==> src/sv/ipcpd_pkg.sv <==
// shared types and constants for the inverse park/clarke pwm duty unit
// no dependencies
package ipcpd_pkg;

    typedef struct packed {
        logic signed [15:0] quad_voltage;
        logic        [15:0] elec_angle;
    } in_item_t;

    typedef struct packed {
        logic [12:0] duty_phase_a;
        logic [12:0] duty_phase_b;
        logic [12:0] duty_phase_c;
    } out_item_t;

    localparam int PWM_PERIOD_DEF = 4800;
    localparam int ANGLE_BITS_DEF = 16;

    localparam int CFG_IDX_W = 1;
    localparam logic [CFG_IDX_W-1:0] REG_SUPPLY = 1'b0;
    localparam logic [CFG_IDX_W-1:0] REG_LIMIT  = 1'b1;
    localparam logic [15:0] SUPPLY_RESET = 16'd0;
    localparam logic [15:0] LIMIT_RESET  = 16'd3226;

    localparam int CORDIC_STEPS = 16;
    localparam int XW = 34;
    localparam logic signed [XW-1:0] CORDIC_START = 34'sd652032874;
    localparam logic signed [31:0] SQRT3_Q30 = 32'sd1859775393;
    localparam logic signed [XW-1:0] ATAN_TURN [CORDIC_STEPS] = '{
        34'sh20000000, 34'sh12E4051E, 34'sh09FB385B, 34'sh051111D4,
        34'sh028B0D43, 34'sh0145D7E1, 34'sh00A2F61E, 34'sh00517C55,
        34'sh0028BE53, 34'sh00145F2F, 34'sh000A2F98, 34'sh000517CC,
        34'sh00028BE6, 34'sh000145F3, 34'sh0000A2FA, 34'sh0000517D
    };

endpackage

==> src/sv/ipcpd_divider.sv <==
// three-lane pipelined restoring divider, one quotient bit per stage
// depends on ipcpd_pkg
module ipcpd_divider #(
    parameter int PWM_PERIOD = ipcpd_pkg::PWM_PERIOD_DEF,
    parameter int QW = $clog2(PWM_PERIOD + 1),
    parameter int NW = 32 + QW
) (
    input  logic                 aclk,
    input  logic                 aresetn,
    input  logic [15:0]          supply,
    input  logic                 in_valid,
    output logic                 in_ready,
    input  logic [2:0][NW-1:0]   in_num,
    input  logic [2:0]           in_sat,
    input  logic                 in_zero,
    output logic                 out_valid,
    input  logic                 out_ready,
    output ipcpd_pkg::out_item_t out_data
);
    logic [QW:0]            v_reg;
    logic [QW+1:0]          adv;
    logic [2:0][NW-1:0]     r_reg [QW+1];
    logic [2:0][QW-1:0]     q_reg [QW+1];
    logic [2:0]             sat_reg [QW+1];
    logic                   zero_reg [QW+1];
    logic [2:0][NW-1:0]     r_next [QW+1];
    logic [2:0][QW-1:0]     q_next [QW+1];
    logic [NW-1:0]          dshift;
    logic [2:0][12:0]       duty;

    always_comb begin
        adv[QW+1] = out_ready;
        for (int k = QW; k >= 0; k--) begin
            adv[k] = !v_reg[k] || adv[k+1];
        end
    end
    assign in_ready = adv[0];

    always_comb begin
        r_next[0] = in_num;
        q_next[0] = '0;
        dshift    = '0;
        for (int k = 0; k < QW; k++) begin
            dshift      = NW'({supply, 16'b0}) << (QW - 1 - k);
            r_next[k+1] = r_reg[k];
            q_next[k+1] = q_reg[k];
            for (int p = 0; p < 3; p++) begin
                if (r_reg[k][p] >= dshift) begin
                    r_next[k+1][p]             = r_reg[k][p] - dshift;
                    q_next[k+1][p][QW - 1 - k] = 1'b1;
                end
            end
        end
    end

    always_ff @(posedge aclk) begin
        if (!aresetn) begin
            v_reg <= '0;
        end else begin
            if (adv[0]) begin
                v_reg[0] <= in_valid;
            end
            for (int k = 1; k <= QW; k++) begin
                if (adv[k]) begin
                    v_reg[k] <= v_reg[k-1];
                end
            end
        end
    end

    always_ff @(posedge aclk) begin
        if (adv[0]) begin
            r_reg[0]    <= r_next[0];
            q_reg[0]    <= q_next[0];
            sat_reg[0]  <= in_sat;
            zero_reg[0] <= in_zero;
        end
        for (int k = 1; k <= QW; k++) begin
            if (adv[k]) begin
                r_reg[k]    <= r_next[k];
                q_reg[k]    <= q_next[k];
                sat_reg[k]  <= sat_reg[k-1];
                zero_reg[k] <= zero_reg[k-1];
            end
        end
    end

    always_comb begin
        for (int p = 0; p < 3; p++) begin
            if (zero_reg[QW]) begin
                duty[p] = '0;
            end else if (sat_reg[QW][p]) begin
                duty[p] = 13'(PWM_PERIOD);
            end else begin
                duty[p] = 13'(q_reg[QW][p]);
            end
        end
    end

    assign out_valid             = v_reg[QW];
    assign out_data.duty_phase_a = duty[0];
    assign out_data.duty_phase_b = duty[1];
    assign out_data.duty_phase_c = duty[2];

endmodule

==> config.mk <==
export PLATFORM = sky130hd
export DESIGN_NAME = ipcpd_divider
export DESIGN_NICKNAME = d
export VERILOG_FILES = /design/src/sv/ipcpd_pkg.sv /design/src/sv/ipcpd_divider.sv
export SDC_FILE = /design/constraint.sdc
export NUM_CORES = 2
export LEC_CHECK = 0
export ABC_AREA = 1
export BUFFER_PORTS_ARGS = -buffer_cell sky130_fd_sc_hd__buf_4
export CORE_MARGIN = 3
export CORE_UTILIZATION = 45
export CTS_CLUSTER_SIZE = 28
export DETAILED_ROUTE_END_ITERATION = 6
export PLACE_DENSITY = 0.61
export SYNTH_ARGS = -nofsm -noshare
export SYNTH_HDL_FRONTEND = slang
export SYNTH_SLANG_ARGS = --single-unit
==> constraint.sdc <==
create_clock -name aclk -period 54.3 [get_ports aclk]
set_input_delay 2.715 -clock aclk [delete_from_list [all_inputs] [get_ports aclk]]
set_output_delay 2.715 -clock aclk [all_outputs]
set_load 0.02 [all_outputs]
==> key figures <==
Outcome
  • Status: complete, no violations

Detailed routing
  • Wire per inst: approximately 20 um
  • Top layer reached by signal wires: met4
  • Met2 Wirelength: 146.6 mm
  • Drt via density: 5.404
  • Drt first pass iters: 7
  • Antenna Nets Post-Route: 0
  • Via count: 86,340
  • DRT iter0 DRCs: 6,654
  • Detailed-route wire length: 320.9 mm
  • WL met1: 146.5 mm
  • Residual DRC: 0
  • Met3 wire len: roughly 16 mm

Worst setup path
  • Worst path max stage delay: 0.74 ns
  • Worst r2r src: v_reg[13]$_SDFFE_PN0P_
  • Reg2reg setup slack: 49.03 ns
  • Critical Path RT: 51.58 ns
  • Critical path peak fanout: 74
  • Cell count of the worst reg-to-reg path: 9
  • Nature of the critical path startpoint: input pin
  • CP Class: input pin to output pin
  • Worst EP arrival: just over 7 ns
  • CP endpoint kind: output pin
  • Crit Reg-Reg Endpoint: q_reg[0][77]$_DFFE_PP_
  • Crit-path slowest cell: nand4_4
  • Crit-path cells: buf_4 > inv_1 > nand3_4 > nor2_1 > nand4_4 > nor2_1 > nand4_1 > nor2_2 > nand4_1 > buf_4 > buf_4
  • Most used cell, CP: buf_4

Min path
  • Worst Hold End: q_reg[0][129]$_DFFE_PP_
  • Worst hold start: q_reg[0][90]$_DFFE_PP_
  • Hold Path Depth: 0
  • Hold crit path type: flop to flop

Global route
  • Largest net degree at the start of global routing: 121
  • Total track usage: 0.2396
  • Gr ovfl total: 0
  • Vias in the first global route: 84,250
  • Initial antenna violation count: 5
  • First-pass GRT wire length: 489.7 mm

Clock network
  • Post-cts resize count: 0
  • Root buf cell: clkbuf_16
  • Clock buffer depth: 3
  • Hold buffers post-CTS: 0
  • CTS buffer count: 222
  • Post-CTS repair timing setup buffer count: 0
  • Clock sink count: between 2,000 and 2,500
  • H-Tree Depth: 4
  • Worst-path clk slew: 0.06 ns
  • CTS tree: done
  • Worst skew pair latency: 0.88 ns

Power
  • Comb pwr share: 0.398
  • P_int: 4.245 mW
  • Power per cell area: 54.47 nW/um^2
  • Clock Power Share: 0.220
  • Sw power: 2.756 mW
  • Lkg Pwr: 52.15 nW
  • Peak supply drop: 30.18 uV
  • Sw Ratio: 0.3936
  • Flop pwr share: 0.382

Floorplanning
  • Core Box Area: 254,900 um^2
  • Starting Density: 0.4534
  • Row count: 185
  • DIE AREA: around 260,000 um^2
  • Num ports: 200
  • Die Ht: 512.7 um
  • Die Wd: 512.7 um

Layout
  • Commonest non-fill, non-tap cell in the layout: nand2_1
  • Layout area overhead: 11.24%
  • Max reg flops: 1,755
  • Post-layout instance area: 128,500 um^2
  • Most frequent cells in the layout: nand2_1, edfxtp_1, nor2_1
  • Share of cells above drive strength 1: 0.07709
  • Nets: around 13,000

Placed design
  • Final HPWL DP: 250.6 mm
  • Placed inst area: ~120,000 um^2
  • Gpl congestion: 0.9679
  • I/O Buffers: 199

Synthesis
  • Sequential share of the synthesized area: 0.5441
  • Total number of yosys warnings: 0
  • Synthesized flop and latch total: 2,098
  • Syn nets: 12,870
  • Cell count after synthesis: 12,050
  • Mapped Avg Cell Area: 9.587 um^2
  • Post-Syn Area: 115,500 um^2
  • Asr flop ratio synth: 0
  • Ys flop type: edfxtp_1
  • Synth cell types: 63
  • EDFF count, synth: 2,084

STA
  • Worst Max-Slew Pin Slew: 1.107 ns
  • Unrepaired setup endpoints after global routing: no
  • Hold Vio Cnt, Final: 0
  • Max_slew headroom: 0.2552
  • Achievable Freq: 101.2 MHz
  • Setup TNS: 0 ns
  • Slew Limit Fails: 0
  • Fin crit period: between 9 and 10 ns
  • Setup violators final: 0
  • Post-route clock skew: between 0.05 and 0.06 ns
  • Fin crit share: 0.1820

Flow run
  • Max-cap viol count: 0
==> synthesized netlist by cell type (all sizes together), types with 195 or more instances <==
| library cell | instances | share of area |
|---|---|---|
| edfxtp | 2084 | 0.54 |
| ha | 624 | 0.068 |
| xnor2 | 233 | 0.018 |
| nand4 | 195 | 0.011 |
| nand3 | 638 | 0.028 |
| nand2 | 3057 | 0.10 |
| inv | 1112 | 0.036 |
| o21ai | 768 | 0.036 |
| nor4 | 223 | 0.012 |
| xor2 | 213 | 0.016 |
| nor2 | 1253 | 0.042 |
| a21oi | 826 | 0.037 |
==> through the flow <==
stage | worst slack (ns) | power [mW] | utilization | hold slack (ns) | std cells
detailed placement | 44.31 | 5.445 | 0.4745 | 0.4045 | 15560
CTS | 44.28 | 7.006 | 0.5043 | 0.4004 | 15980
global placement | 44.31 | 5.419 | 0.4745 | 0.4008 | 15560
global route | 43.99 | 7.501 | 0.5043 | 0.4141 | 15980
finish | 44.42 | 7.001 | 0.5043 | 0.4098 | 15980
floorplan | 31.87 | 4.635 | - | 0.4003 | 12050
==> metal layers <==
| layer | vias up | GRT usage |
|---|---|---|
| met4 | 0 | 0.08477 |
| li1 | 42720 | - |
| met1 | 40700 | 0.3340 |
| met5 | - | 0 |
| met3 | 548 | 0.02559 |
| met2 | 2364 | 0.3893 |
==> worst max path at each step <==
stage / slack (ns) / start / end
4_1_cts: 44.28 / out_ready / in_ready
6_report: 44.42 / out_ready / in_ready
3_5_place_dp: 44.31 / out_ready / in_ready
5_1_grt: 43.99 / out_ready / in_ready
2_1_floorplan: 31.87 / out_ready / in_ready
3_3_place_gp: 44.31 / out_ready / in_ready
==> kinds of logic (layout without fill, tap and decap cells) <==
family                     count (synthesis)  after routing  share of synthesized area
other                                      0              1                          0
xor gates and xnor gates                 446            446                    0.03381
DFF                                     2098           2098                     0.5441
AOI/OAI and AO/OA                       1870           1870                    0.09116
and+or+nand+nor                         5736           5736                     0.2127
adders and majority gates                660            660                    0.07381
buffers and inverters                   1241           1799                    0.04445
==> worst max-delay path: cells and delay by family <==
| family | cells | cell delay [ns] |
|---|---|---|
| simple gates | 7 | 3.21 |
| buf+inv | 4 | 1.15 |
==> power groups by stage <==
| stage | logic [mW] | clock network (mW) | registers [mW] |
|---|---|---|---|
| 4_1_cts | 2.76 | 1.58 | 2.67 |
| 2_1_floorplan | 2.11 | 0 | 2.53 |
| 3_3_place_gp | 2.72 | 0 | 2.70 |
| 3_5_place_dp | 2.74 | 0 | 2.70 |
| 6_report | 2.79 | 1.54 | 2.67 |
| 5_1_grt | 3.15 | 1.65 | 2.71 |
==> final cells by class <==
| type | instances | area, um^2 |
|---|---|---|
| inverters | 1115 | 4239 |
| multi-input cells | 8712 | 47620 |
| flip-flops and latches | 2098 | 62860 |
| repair buffers | 265 | 2002 |
| fillers | 23190 | 126300 |
| well taps | 3366 | 4212 |
| clock buffers | 263 | 5761 |
| diodes | 1 | 2.502 |
| clock inverters | 156 | 1828 |
(Power assumes the default switching activity.)
